===== src/sv/qft_pkg.sv =====
package qft_pkg;

   localparam int unsigned MAX_SPACE_RUN_DEF = 255;
   localparam int unsigned RSP_DEPTH = 4;
   localparam int unsigned RSP_AW = $clog2(RSP_DEPTH);

   localparam logic [7:0] CH_NUL   = 8'h00;
   localparam logic [7:0] CH_TAB   = 8'h09;
   localparam logic [7:0] CH_LF    = 8'h0A;
   localparam logic [7:0] CH_CR    = 8'h0D;
   localparam logic [7:0] CH_SUB   = 8'h1A;
   localparam logic [7:0] CH_SPACE = 8'h20;
   localparam logic [7:0] CH_QUOTE = 8'h22;
   localparam logic [7:0] CH_COMMA = 8'h2C;

   typedef enum logic [1:0] {
      SUB_LEAD = 2'd0,
      SUB_BODY = 2'd1,
      SUB_INQ  = 2'd2,
      SUB_DISC = 2'd3
   } sub_type;

   typedef enum logic [1:0] {
      GRP_FIXED = 2'd0,
      GRP_UNQ   = 2'd1,
      GRP_LF    = 2'd2,
      GRP_LFCR  = 2'd3
   } grp_type;

   typedef enum logic [3:0] {
      MODE_IDLE      = 4'd0,
      MODE_QIN       = 4'd1,
      MODE_QCLOSED   = 4'd2,
      MODE_AFTER_CR  = 4'd3,
      MODE_UNQ_LEAD  = 4'd4,
      MODE_UNQ_BODY  = 4'd5,
      MODE_UNQ_INQ   = 4'd6,
      MODE_UNQ_DISC  = 4'd7,
      MODE_LF_LEAD   = 4'd8,
      MODE_LF_BODY   = 4'd9,
      MODE_LF_INQ    = 4'd10,
      MODE_LF_DISC   = 4'd11,
      MODE_LFCR_LEAD = 4'd12,
      MODE_LFCR_BODY = 4'd13,
      MODE_LFCR_INQ  = 4'd14,
      MODE_LFCR_DISC = 4'd15
   } mode_type;

   typedef struct packed {
      logic [7:0] space_count;
      logic [7:0] token_byte;
      logic       byte_valid;
      logic       token_end;
   } token_type;

   typedef struct packed {
      token_type tok;
      logic      last_of_run;
   } rsp_entry_type;

   typedef struct packed {
      logic [1:0] count;
      token_type  rslt0;
      token_type  rslt1;
   } step_out_type;

   typedef struct packed {
      mode_type   mode;
      logic [7:0] held;
      logic       emit;
      token_type  rslt;
   } step_res_type;

   localparam token_type CLOSE_TOKEN = '{space_count: 8'd0, token_byte: 8'd0,
                                         byte_valid: 1'b0, token_end: 1'b1};

   function automatic mode_type mode_of(grp_type grp, sub_type s);
      return mode_type'({grp, s});
   endfunction

   function automatic token_type byte_token(logic [7:0] sp, logic [7:0] b);
      token_type t;
      t.space_count = sp;
      t.token_byte  = b;
      t.byte_valid  = 1'b1;
      t.token_end   = 1'b0;
      return t;
   endfunction

   function automatic step_res_type content_step(logic [7:0] b, sub_type s, mode_type mode,
                                                 logic [7:0] held, logic [7:0] lim);
      step_res_type res;
      res.mode = mode;
      res.held = held;
      res.emit = 1'b0;
      res.rslt = '0;
      case (s)
         SUB_LEAD: begin
            if (b == CH_QUOTE) begin
               res.mode = MODE_UNQ_INQ;
            end else if (b != CH_SPACE && b != CH_TAB) begin
               res.emit = 1'b1;
               res.rslt = byte_token(8'd0, b);
               res.mode = MODE_UNQ_BODY;
            end
         end
         SUB_BODY: begin
            if (b == CH_SPACE) begin
               if (held < lim) begin
                  res.held = held + 8'd1;
               end
            end else begin
               res.emit = 1'b1;
               res.rslt = byte_token(held, b);
               res.held = 8'd0;
            end
         end
         SUB_INQ: begin
            if (b == CH_QUOTE) begin
               res.mode = MODE_UNQ_DISC;
            end else begin
               res.emit = 1'b1;
               res.rslt = byte_token(8'd0, b);
            end
         end
         default: begin
         end
      endcase
      return res;
   endfunction

   function automatic step_res_type unq_step(logic [7:0] b, sub_type s, logic [7:0] held,
                                             logic [7:0] lim);
      step_res_type res;
      res.mode = mode_of(GRP_UNQ, s);
      res.held = held;
      res.emit = 1'b0;
      res.rslt = '0;
      if (b == CH_CR) begin
         res.emit = 1'b1;
         res.rslt = CLOSE_TOKEN;
         res.held = 8'd0;
         res.mode = MODE_AFTER_CR;
      end else if (b == CH_LF) begin
         res.mode = mode_of(GRP_LF, s);
      end else if (b == CH_COMMA) begin
         res.emit = 1'b1;
         res.rslt = CLOSE_TOKEN;
         res.held = 8'd0;
         res.mode = MODE_IDLE;
      end else if (b != CH_NUL) begin
         res = content_step(b, s, res.mode, held, lim);
      end
      return res;
   endfunction

   function automatic step_res_type idle_step(logic [7:0] b, logic [7:0] held,
                                              logic [7:0] lim);
      step_res_type res;
      res.mode = MODE_IDLE;
      res.held = held;
      res.emit = 1'b0;
      res.rslt = '0;
      if (b == CH_QUOTE) begin
         res.mode = MODE_QIN;
      end else if (b != CH_SPACE) begin
         res = unq_step(b, SUB_LEAD, held, lim);
      end
      return res;
   endfunction

endpackage


===== src/sv/qft_parser.sv =====
module qft_parser #(
   parameter int unsigned MAX_SPACE_RUN = qft_pkg::MAX_SPACE_RUN_DEF
) (
   input  logic                 clock,
   input  logic                 reset,
   input  logic                 fire,
   input  logic [7:0]           data_byte,
   input  logic                 end_of_data,
   output qft_pkg::step_out_type step_out
);

   localparam logic [7:0] SPACE_LIMIT = (MAX_SPACE_RUN < 255) ? 8'(MAX_SPACE_RUN) : 8'd255;

   qft_pkg::mode_type mode_ff, mode_in;
   logic [7:0]        held_ff, held_in;
   logic              ended_ff, ended_in;

   qft_pkg::mode_type    nx_mode;
   logic [7:0]           nx_held;
   logic                 nx_ended;
   qft_pkg::step_out_type nx_out;

   always_comb begin
      qft_pkg::step_res_type t;
      qft_pkg::sub_type      s;
      s        = qft_pkg::sub_type'(mode_ff[1:0]);
      t        = '0;
      nx_mode  = mode_ff;
      nx_held  = held_ff;
      nx_ended = ended_ff;
      nx_out   = '0;
      if (ended_ff) begin
         nx_out.count = 2'd0;
      end else if (end_of_data || data_byte == qft_pkg::CH_SUB) begin
         nx_ended = 1'b1;
         nx_mode  = qft_pkg::MODE_IDLE;
         nx_held  = 8'd0;
         if (mode_ff[3:2] == 2'b10) begin
            t = qft_pkg::content_step(qft_pkg::CH_SUB, s, mode_ff, held_ff, SPACE_LIMIT);
            if (t.emit) begin
               nx_out.rslt0 = t.rslt;
               nx_out.rslt1 = qft_pkg::CLOSE_TOKEN;
               nx_out.count = 2'd2;
            end else begin
               nx_out.rslt0 = qft_pkg::CLOSE_TOKEN;
               nx_out.count = 2'd1;
            end
         end else if (mode_ff != qft_pkg::MODE_IDLE && mode_ff != qft_pkg::MODE_AFTER_CR) begin
            nx_out.rslt0 = qft_pkg::CLOSE_TOKEN;
            nx_out.count = 2'd1;
         end
      end else begin
         case (mode_ff) inside
            qft_pkg::MODE_IDLE: begin
               t = qft_pkg::idle_step(data_byte, held_ff, SPACE_LIMIT);
            end
            qft_pkg::MODE_QIN: begin
               t.mode = mode_ff;
               t.held = held_ff;
               if (data_byte == qft_pkg::CH_QUOTE) begin
                  t.mode = qft_pkg::MODE_QCLOSED;
               end else if (data_byte != qft_pkg::CH_NUL) begin
                  t.emit = 1'b1;
                  t.rslt = qft_pkg::byte_token(8'd0, data_byte);
               end
            end
            qft_pkg::MODE_QCLOSED: begin
               t.mode = mode_ff;
               t.held = held_ff;
               if (data_byte != qft_pkg::CH_SPACE) begin
                  nx_out.rslt0 = qft_pkg::CLOSE_TOKEN;
                  nx_out.count = 2'd1;
                  t.held = 8'd0;
                  if (data_byte == qft_pkg::CH_CR) begin
                     t.mode = qft_pkg::MODE_AFTER_CR;
                  end else if (data_byte == qft_pkg::CH_COMMA) begin
                     t.mode = qft_pkg::MODE_IDLE;
                  end else begin
                     t = qft_pkg::idle_step(data_byte, 8'd0, SPACE_LIMIT);
                  end
               end
            end
            qft_pkg::MODE_AFTER_CR: begin
               if (data_byte == qft_pkg::CH_LF) begin
                  t.mode = qft_pkg::MODE_IDLE;
                  t.held = held_ff;
               end else begin
                  t = qft_pkg::idle_step(data_byte, held_ff, SPACE_LIMIT);
               end
            end
            [qft_pkg::MODE_LF_LEAD:qft_pkg::MODE_LF_DISC]: begin
               t.mode = mode_ff;
               t.held = held_ff;
               if (data_byte == qft_pkg::CH_CR) begin
                  t.mode = qft_pkg::mode_of(qft_pkg::GRP_LFCR, s);
               end else if (data_byte != qft_pkg::CH_LF) begin
                  t = qft_pkg::unq_step(data_byte, s, held_ff, SPACE_LIMIT);
               end
            end
            default: begin
               t = qft_pkg::unq_step(data_byte, s, held_ff, SPACE_LIMIT);
            end
         endcase
         nx_mode = t.mode;
         nx_held = t.held;
         if (t.emit) begin
            if (nx_out.count == 2'd0) begin
               nx_out.rslt0 = t.rslt;
               nx_out.count = 2'd1;
            end else begin
               nx_out.rslt1 = t.rslt;
               nx_out.count = 2'd2;
            end
         end
      end
   end

   always_comb begin
      mode_in  = mode_ff;
      held_in  = held_ff;
      ended_in = ended_ff;
      if (fire) begin
         mode_in  = nx_mode;
         held_in  = nx_held;
         ended_in = nx_ended;
      end
   end

   always_comb begin
      step_out = nx_out;
      if (!fire) begin
         step_out.count = 2'd0;
      end
   end

   always_ff @(posedge clock) begin
      if (reset) begin
         mode_ff  <= qft_pkg::MODE_IDLE;
         held_ff  <= 8'd0;
         ended_ff <= 1'b0;
      end else begin
         mode_ff  <= mode_in;
         held_ff  <= held_in;
         ended_ff <= ended_in;
      end
   end

endmodule


===== src/sv/qft_rsp_queue.sv =====
module qft_rsp_queue (
   input  logic                  clock,
   input  logic                  reset,
   input  qft_pkg::step_out_type step_out,
   output logic                  can_push,
   output logic                  rsp_valid,
   input  logic                  rsp_stall,
   output qft_pkg::rsp_entry_type rsp_entry
);

   localparam int unsigned CW = qft_pkg::RSP_AW + 1;

   qft_pkg::rsp_entry_type entry_ff [qft_pkg::RSP_DEPTH];
   logic [qft_pkg::RSP_AW-1:0] wr_ptr_ff, wr_ptr_in;
   logic [qft_pkg::RSP_AW-1:0] rd_ptr_ff, rd_ptr_in;
   logic [CW-1:0]              count_ff, count_in;
   logic                       pop;
   logic [qft_pkg::RSP_AW-1:0] wr_next;

   assign can_push  = count_ff <= CW'(qft_pkg::RSP_DEPTH - 2);
   assign rsp_valid = count_ff != '0;
   assign rsp_entry = entry_ff[rd_ptr_ff];
   assign pop       = rsp_valid && !rsp_stall;
   assign wr_next   = wr_ptr_ff + 1'b1;

   always_comb begin
      wr_ptr_in = wr_ptr_ff + qft_pkg::RSP_AW'(step_out.count);
      rd_ptr_in = pop ? rd_ptr_ff + 1'b1 : rd_ptr_ff;
      count_in  = count_ff + CW'(step_out.count) - CW'(pop);
   end

   always_ff @(posedge clock) begin
      if (step_out.count != 2'd0) begin
         entry_ff[wr_ptr_ff] <= '{tok: step_out.rslt0,
                                  last_of_run: (step_out.count == 2'd1)};
      end
      if (step_out.count == 2'd2) begin
         entry_ff[wr_next] <= '{tok: step_out.rslt1, last_of_run: 1'b1};
      end
   end

   always_ff @(posedge clock) begin
      if (reset) begin
         wr_ptr_ff <= '0;
         rd_ptr_ff <= '0;
         count_ff  <= '0;
      end else begin
         wr_ptr_ff <= wr_ptr_in;
         rd_ptr_ff <= rd_ptr_in;
         count_ff  <= count_in;
      end
   end

endmodule


===== src/sv/quoted_field_tokenizer.sv =====
// Channel  Direction  Ports                                          Accepted when
// req      in         req_valid, req_stall, req_data_byte,           req_valid && !req_stall
//                     req_end_of_data
// rsp      out        rsp_valid, rsp_stall, rsp_space_count,         rsp_valid && !rsp_stall
//                     rsp_token_byte, rsp_byte_valid, rsp_token_end,
//                     rsp_last_of_run
//
// A transaction is registered on acceptance and parsed once the queue has room, so a new
// byte can be taken every cycle unless stalled. Its zero to two results enter a four-entry
// result queue and leave at one per cycle unless stalled, which sets the sustained rate when
// bytes produce two results each. Reset is synchronous and returns the parser to the start
// of a stream. The input stalls only while the queue has fewer than two free entries.
module quoted_field_tokenizer #(
   parameter int unsigned MAX_SPACE_RUN = qft_pkg::MAX_SPACE_RUN_DEF
) (
   input  logic       clock,
   input  logic       reset,
   input  logic       req_valid,
   output logic       req_stall,
   input  logic [7:0] req_data_byte,
   input  logic       req_end_of_data,
   output logic       rsp_valid,
   input  logic       rsp_stall,
   output logic [7:0] rsp_space_count,
   output logic [7:0] rsp_token_byte,
   output logic       rsp_byte_valid,
   output logic       rsp_token_end,
   output logic       rsp_last_of_run
);

   logic       in_valid_ff, in_valid_in;
   logic [7:0] in_byte_ff, in_byte_in;
   logic       in_eod_ff, in_eod_in;
   logic       can_push;
   logic       fire;

   qft_pkg::step_out_type  step_out;
   qft_pkg::rsp_entry_type rsp_entry;

   assign fire      = in_valid_ff && can_push;
   assign req_stall = in_valid_ff && !can_push;

   always_comb begin
      in_valid_in = in_valid_ff;
      in_byte_in  = in_byte_ff;
      in_eod_in   = in_eod_ff;
      if (!req_stall) begin
         in_valid_in = req_valid;
         in_byte_in  = req_data_byte;
         in_eod_in   = req_end_of_data;
      end
   end

   always_ff @(posedge clock) begin
      if (reset) begin
         in_valid_ff <= 1'b0;
      end else begin
         in_valid_ff <= in_valid_in;
      end
      in_byte_ff <= in_byte_in;
      in_eod_ff  <= in_eod_in;
   end

   qft_parser #(
      .MAX_SPACE_RUN(MAX_SPACE_RUN)
   ) u_parser (
      .clock      (clock),
      .reset      (reset),
      .fire       (fire),
      .data_byte  (in_byte_ff),
      .end_of_data(in_eod_ff),
      .step_out   (step_out)
   );

   qft_rsp_queue u_queue (
      .clock    (clock),
      .reset    (reset),
      .step_out (step_out),
      .can_push (can_push),
      .rsp_valid(rsp_valid),
      .rsp_stall(rsp_stall),
      .rsp_entry(rsp_entry)
   );

   assign rsp_space_count = rsp_entry.tok.space_count;
   assign rsp_token_byte  = rsp_entry.tok.token_byte;
   assign rsp_byte_valid  = rsp_entry.tok.byte_valid;
   assign rsp_token_end   = rsp_entry.tok.token_end;
   assign rsp_last_of_run = rsp_entry.last_of_run;

endmodule

===== config.mk =====
export PLATFORM = sky130hd
export DESIGN_NAME = quoted_field_tokenizer
export DESIGN_NICKNAME = d
export VERILOG_FILES = /design/src/sv/qft_pkg.sv /design/src/sv/qft_parser.sv /design/src/sv/qft_rsp_queue.sv /design/src/sv/quoted_field_tokenizer.sv
export SDC_FILE = /design/constraint.sdc
export NUM_CORES = 1
export LEC_CHECK = 0
export BUFFER_PORTS_ARGS = -buffer_cell sky130_fd_sc_hd__buf_2
export CAP_MARGIN = 20
export CORE_AREA = 2 2 112 114
export DETAILED_ROUTE_END_ITERATION = 6
export DIE_AREA = 0 0 114 116
export PLACE_DENSITY_LB_ADDON = 0.3
export SLEW_MARGIN = 0
export SYNTH_ARGS = -nofsm -noshare
export SYNTH_HDL_FRONTEND = slang
export SYNTH_SLANG_ARGS = --single-unit
export TNS_END_PERCENT = 5

===== constraint.sdc =====
create_clock -name clock -period 7.7 [get_ports clock]
set_clock_uncertainty 0.1 [all_clocks]
set_input_delay 0 -clock clock [delete_from_list [all_inputs] [get_ports clock]]
set_output_delay 0 -clock clock [all_outputs]
set_load 0.005 [all_outputs]

==> results of run 1 <==
==> power breakdown <==
group | internal, mW | total [mW] | switching (mW)
clock network | 0.219 | 0.423 | 0.204
registers | 0.660 | 0.721 | 0.0607
logic | 0.186 | 0.400 | 0.214
==> registers in the layout, indices dropped and copies added, names as in the netlist, named ones only <==
signal             count
in_valid_ff            1
u_parser.mode_ff       4
u_parser.held_ff       8
u_queue.wr_ptr_ff      2
in_byte_ff             8
u_queue.rd_ptr_ff      2
in_eod_ff              1
u_queue.entry_ff      76
u_queue.count_ff       3
u_parser.ended_ff      1
==> layout by cell type (no fill, tap or decap), types with 19 or more instances in the layout <==
master	netlist	final
o21ai_0	34	32
nand3_1	19	19
and2_1	36	36
a21oi_1	33	33
mux4_2	19	19
dfxtp_1	27	27
nor2_1	39	39
edfxtp_1	81	81
buf_2	8	33
nand2_1	39	39
nor3_1	25	25
==> per-layer routing <==
metal  vias to the layer above  share of wire [%]
met2                       288                 46
met4                         0                5.0
met3                        60                7.6
met1                      2598                 41
li1                       2504                  -
met5                         -                  0
==> critical path, cell delays in order (launching register included) <==
cell and delay [ns]:
edfxtp_1 0.68, nor4_2 0.53, o21ai_0 0.25, a211oi_1 0.43, o2111ai_1 0.45, and2_1 0.32, ha_1 0.26, a211oi_1 0.24
a211oi_2 0.08, buf_4 0.23, or3_1 0.38, o21ai_1 0.38, buf_4 0.31
==> per-stage QoR <==
stage / setup WS, ns / cell area [sq um] / utilization, %
after CTS: 2.83 / 7120 / 59.8
after detailed placement: 2.83 / 6720 / 56.4
after global placement: 3.01 / 6720 / 56.4
final: 2.74 / 7120 / 59.8
after floorplan: 2.60 / 6460 / -
after global routing: 2.43 / 7120 / 59.8
==> area by class of cell <==
class                           count  share of cell area [%]
Clock buffer                       10                    3.22
Clock inverter                      6                   0.527
Inverter                           17                   0.896
Multi-Input combinational cell    463                    45.9
Sequential cell                   108                    41.8
Tap cell                          147                    2.58
Timing Repair Buffer               55                    5.10
==> how the worst max path moves through the flow <==
| stage | from | to | slack [ns] | depth (start not counted) |
|---|---|---|---|---|
| 4_1_cts | in_byte_ff[2]$_DFFE_PN_ | u_queue.entry_ff[2][5]$_DFFE_PP_ | 2.83 | 12 |
| 3_5_place_dp | in_byte_ff[2]$_DFFE_PN_ | u_queue.entry_ff[2][10]$_DFFE_PP_ | 2.83 | 12 |
| 6_report | in_byte_ff[2]$_DFFE_PN_ | u_queue.entry_ff[2][2]$_DFFE_PP_ | 2.74 | 12 |
| 5_1_grt | in_byte_ff[3]$_DFFE_PN_ | u_queue.entry_ff[2][7]$_DFFE_PP_ | 2.43 | 12 |
| 2_1_floorplan | in_byte_ff[0]$_DFFE_PN_ | u_queue.entry_ff[2][10]$_DFFE_PP_ | 2.60 | 13 |
| 3_3_place_gp | in_byte_ff[2]$_DFFE_PN_ | u_queue.entry_ff[2][1]$_DFFE_PP_ | 3.01 | 11 |
==> logic make-up after synthesis <==
kind of cell / Yosys count / synth area share [%]
XOR/XNOR: 10 / 1.36
flip-flops: 108 / 46.0
adder cells (fa/ha/maj): 7 / 1.47
AO/OA/AOI/OAI: 172 / 18.3
AND/OR/NAND/NOR: 253 / 22.5
buffers and inverters: 56 / 3.41
multiplexers: 21 / 6.95
==> summary.md, run 1 <==
| Metric | Value |
|---|---|
| CP Capture Type | register |
| Post-route minimum period | roughly 5.0 ns |
| R2R depth | 12 |
| Hold WC Path Type | in2reg |
| CTS Root Cell | clkbuf_16 |
| Post_cts resized | 0 |
| Layout Cells excl Fill | 806 |
| RSZ-0062 raised after global routing | no |
| Routed WL | 17.2 mm |
| Placer congestion estimate | 1.05 |
| Placed cells | 777 |
| CTS tree | yes |
| Most used routing layer | met2 |
| CP required | 7.65 ns |
| Synth area leader | edfxtp_1 |
| Total GRT Usage | between 20% and 30% |
| Skew-Pair Late Insertion Delay | 0.35 ns |
| Syn_area_per_cell | between 10 and 15 sq um |
| Overall power | 1.54 mW |
| Die ar. | 13,200 sq um |
| DIE WIDTH | 114 um |
| Final net count | approximately 670 |
| Most frequent cell after synthesis | edfxtp_1 |
| Vias in the first global route | 5,128 |
| CP Launch Type | register |
| Global routing usage on met2 | 43.5% |
| Row cnt | 40 |
| Fin crit share | 64.5% |
| Post-synth EDFFs | about 80 |
| Largest net degree at the start of global routing | 28 |
| Slew margin rel. | 28.3% |
| GRT met1 Usage | 34.3% |
| Drt drc | 0 |
| Core Area | 11,900 sq um |
| WHS Endpoint | in_byte_ff[6]$_DFFE_PN_ |
| Area Overhead vs Synth | 10.2% |
| Crit path kind | reg2reg |
| # fillers | 998 |
| Setup bufs post-CTS | 0 |
| Synth async-reset ratio | 0% |
| Footprint of the multi-input gates | 3270 sq um |
| HPWL after detailed placement | between 10 and 15 mm |
| Max Cap Viol | 0 |
| Grt ovf | 0 |
| IO Port Bufs | 33 |
| Register area | about 3000 sq um |
| DRT iter0 DRCs | a little over 600 |
| Initial antenna violation count | 0 |
| Top cells by area, synth | edfxtp_1 38%, dfxtp_1 8.4%, mux4_2 6.6% |
| Max Slew Vio Count | 0 |
| Post-synthesis sequential area ratio | a little under half |
| Via Count | 5,450 |
| Worst Max-Slew Pin Slew | 1.05 ns |
| R2R Setup Slk | between 2 and 3 ns |
| Pwr per Cell Area | 217 nW/um^2 |
| Met3 Resource Use GR | around 5% |
| Die Ht | 116 um |
| Routed Antenna Nets | 0 |
| Htree depth | 3 |
| Main synth FF type | edfxtp_1 |
| Data arrival, critical path | 4.91 ns |
| Worst hold slack | approximately 0.26 ns |
| Flops & latches, synth | 108 |
| Hold Buf Count CTS | 13 |
| First-pass GRT wire length | 27.3 mm |
| R2R Path End | u_queue.entry_ff[2][2]$_DFFE_PP_ |
| Synth cell types | 75 |
| Synth cell count leaders | 81 x edfxtp_1, 39 x nand2_1, 39 x nor2_1, 36 x and2_1, 34 x o21ai_0 |
| Final hold viol count | 0 |
| Pre-Repair DR Iteration Count | 6 |
| TNS Setup | 0 ns |
| Synthesized area | 6460 sq um |
| Setup-failing EPs final | 0 |
| Fmax | 0.201 GHz |
| Num CTS Buffers | 9 |
| Leak pwr | 2.36 nW |
| Clock buffer depth | 2 |
| Clock-pin slew on the worst setup and hold paths | 0.07 ns |
| Outcome | finished clean |
| Ant diodes | 0 |
| CP max FO | 23 |
| Layout cells sized above 1 | between 10% and 20% |
| Initial Util | 54.2% |
| Hold depth | 2 |
| RR Startpoint | in_byte_ff[2]$_DFFE_PN_ |
| Post-synthesis cell count | 627 |
| Synth warnings | 0 |
| Io pins | 34 |
| Avg WL per Cell | 21.4 um |
| HP Start | req_data_byte[6] |
| Synthesized Nets | 647 |
| Clk sinks | 108 |
| Post-synth top area share | 37.6% |
| Vias per std cell | approximately 6.8 |
| Worst VDD drop | 134 uV |
Note: power is estimated with default switching activity, not from simulation.
==> run 2, diff against run 1 <==
Clock period 7.7 ns to 4 ns, I/O delays scaled along.
==> summary.md, run 2 (synthesis results as in run 1) <==
| Metric | Value |
|---|---|
| Outcome | finished clean |
| Avg WL per Cell | 21.8 um |
| CP Launch Type | register |
| Slew margin rel. | 23.4% |
| Most common cell after layout, fill and taps aside | edfxtp_1 |
| CP endpoint | u_queue.entry_ff[0][12]$_DFFE_PP_ |
| Largest reg by FF count | u_queue.entry_ff |
| Overall power | 3.16 mW |
| Die ar. | 13,200 sq um |
| Register area | 2970 sq um |
| Routed WL | roughly 19 mm |
| CP bufs+invs | 4 |
| RSZ-0062 raised after global routing | yes |
| First-pass GRT wire length | around 29 mm |
| Die Ht | 116 um |
| IO Port Bufs | 33 |
| DRT iter0 DRCs | between 600 and 700 |
| Via Count | ~5,700 |
| R2R Setup Slk | ~0.12 ns |
| Area after DPL | ~7200 sq um |
| Crit. Startpoint | in_byte_ff[0]$_DFFE_PN_ |
| Final Cell Area | slightly below 8000 sq um |
| Largest net degree at the start of global routing | 22 |
| Fin crit share | 97.0% |
| Max Cap Viol | 0 |
| CP max FO | 15 |
| Crit path max-delay cell type | edfxtp_1 |
| Worst Max-Slew Pin Slew | 1.14 ns |
| Biggest regs | u_queue.entry_ff x76, in_byte_ff x8, u_parser.held_ff x8 |
| # fillers | 949 |
| Post-route minimum period | around 3.9 ns |
| Row cnt | 40 |
| Worst path depth | 15 |
| Htree depth | 3 |
| CTS tree | yes |
| Data arrival, critical path | between 3 and 4 ns |
| CP required | 4.02 ns |
| Ant diodes | 0 |
| Cell chain of the critical path | buf_4, and4bb_2, a211oi_1, a211oi_2, o2111ai_2, and2_1, ha_1, a211oi_2, a211oi_2, buf_4, o31ai_1, buf_4, nor3_1, buf_4, and2_1 |
| Final net count | 731 |
| Clock buffer depth | 2 |
| Pre-Repair DR Iteration Count | 5 |
| Placer congestion estimate | 0.977 |
| DIE WIDTH | 114 um |
| Crit path kind | reg2reg |
| Vias per std cell | about 6.6 |
| Crit-path leading delay family | compound AO/OA/AOI/OAI gates |
| Leak pwr | 2.70 nW |
| Routed Antenna Nets | 0 |
| Total GRT Usage | 28.9% |
| Cell mode on critical path | buf_4 |
| RR Startpoint | in_byte_ff[0]$_DFFE_PN_ |
| Layout cells sized above 1 | 24.2% |
| Max Slew Vio Count | 0 |
| Pre-CTS setup slack | 0.00163 ns |
| R2R depth | 15 |
| Area Overhead vs Synth | 20.2% |
| Initial Util | a little over half |
| Clock-pin slew on the worst setup and hold paths | approximately 0.08 ns |
| Final hold viol count | 0 |
| Core Area | ~12,000 sq um |
| Flip-flop count of the largest register after layout | 76 |
| Vias in the first global route | 5,372 |
| HPWL after detailed placement | 13.5 mm |
| R2R Path End | u_queue.entry_ff[0][12]$_DFFE_PP_ |
| Num CTS Buffers | 9 |
| Clk sinks | 108 |
| Footprint of the multi-input gates | 3390 sq um |
| CTS Root Cell | clkbuf_16 |
| Setup-failing EPs final | 0 |
| Worst VDD drop | 295 uV |
| Most frequent cells in the layout | 81 x edfxtp_1, 61 x buf_4, 39 x nand2_1 |
| Fmax | 0.258 GHz |
| Hold WC Path Type | in2reg |
| Io pins | 34 |
| Skew-Pair Late Insertion Delay | 0.36 ns |
| CP max stage delay | 0.46 ns |
| Initial antenna violation count | 0 |
| CP Capture Type | register |
| Drt drc | 0 |
| PnR worst setup slack | 0.121 ns |
| Pwr per Cell Area | 407 nW/um^2 |
| Grt ovf | 0 |
run 2: cell types whose count changed in the layout (fill, tap and decap cells not counted), moves of 2 or more:
cell / delta
buf_4: +52
buf_12: +5
inv_8: +3
a211oi_1: -2
a211oi_2: +2
clkinv_1: -2
nor2_1: -2
nor2_4: +2
nor3_1: -2
nor3_2: +2
o21ai_1: -2
o21ai_4: +2
or4_1: -2
or4_4: +2
run 2: area by class of cell:
cell class	count	area share [%]
Multi-Input combinational cell	463	43.7
Sequential cell	108	38.3
Timing Repair Buffer	112	11.0
Clock buffer	9	2.90
Tap cell	147	2.37
Clock inverter	7	0.967
Inverter	17	0.822
run 2: worst min-delay path by stage:
stage / start / to / slack [ns] / cells after the start
final: req_data_byte[4] / in_byte_ff[4]$_DFFE_PN_ / 0.25 / 2
after global routing: req_data_byte[4] / in_byte_ff[4]$_DFFE_PN_ / 0.26 / 2
after CTS: req_data_byte[0] / in_byte_ff[0]$_DFFE_PN_ / 0.24 / 2
after detailed placement: req_data_byte[0] / in_byte_ff[0]$_DFFE_PN_ / 0.08 / 1
after global placement: req_data_byte[0] / in_byte_ff[0]$_DFFE_PN_ / 0.08 / 1
after floorplan: reset / u_queue.count_ff[0]$_SDFF_PP0_ / -0.03 / 1
run 2: through the flow:
step	util [%]	std cells	setup TNS, ns	hold slack, ns
finish	65.2	863	0	0.251
global route	65.2	863	-0.712	0.257
CTS	64.1	854	0	0.244
detailed placement	60.4	825	0	0.0791
global placement	60.4	825	0	0.0761
floorplan	-	627	0	-0.0284
run 2: metal layers:
metal / up-vias / share of wire, % / global-route usage, %
met2: 304 / 48 / 48.1
li1: 2614 / - / -
met4: 0 / 3.4 / 11.6
met5: - / 0 / 0
met3: 49 / 7.3 / 4.29
met1: 2706 / 41 / 38.3
run 2: timing repair:
action,CTS,global route
hold buffers,13,0
setup endpoints to repair,2,134
resized for setup,1,12
pin swaps,0,4
endpoints found under the hold margin,23,0
buffers inserted,0,9
run 2: report_power, final:
| part | switching, mW | internal (mW) | total, mW |
|---|---|---|---|
| combinational | 0.495 | 0.433 | 0.928 |
| sequential | 0.0779 | 1.27 | 1.35 |
| clock | 0.442 | 0.445 | 0.886 |
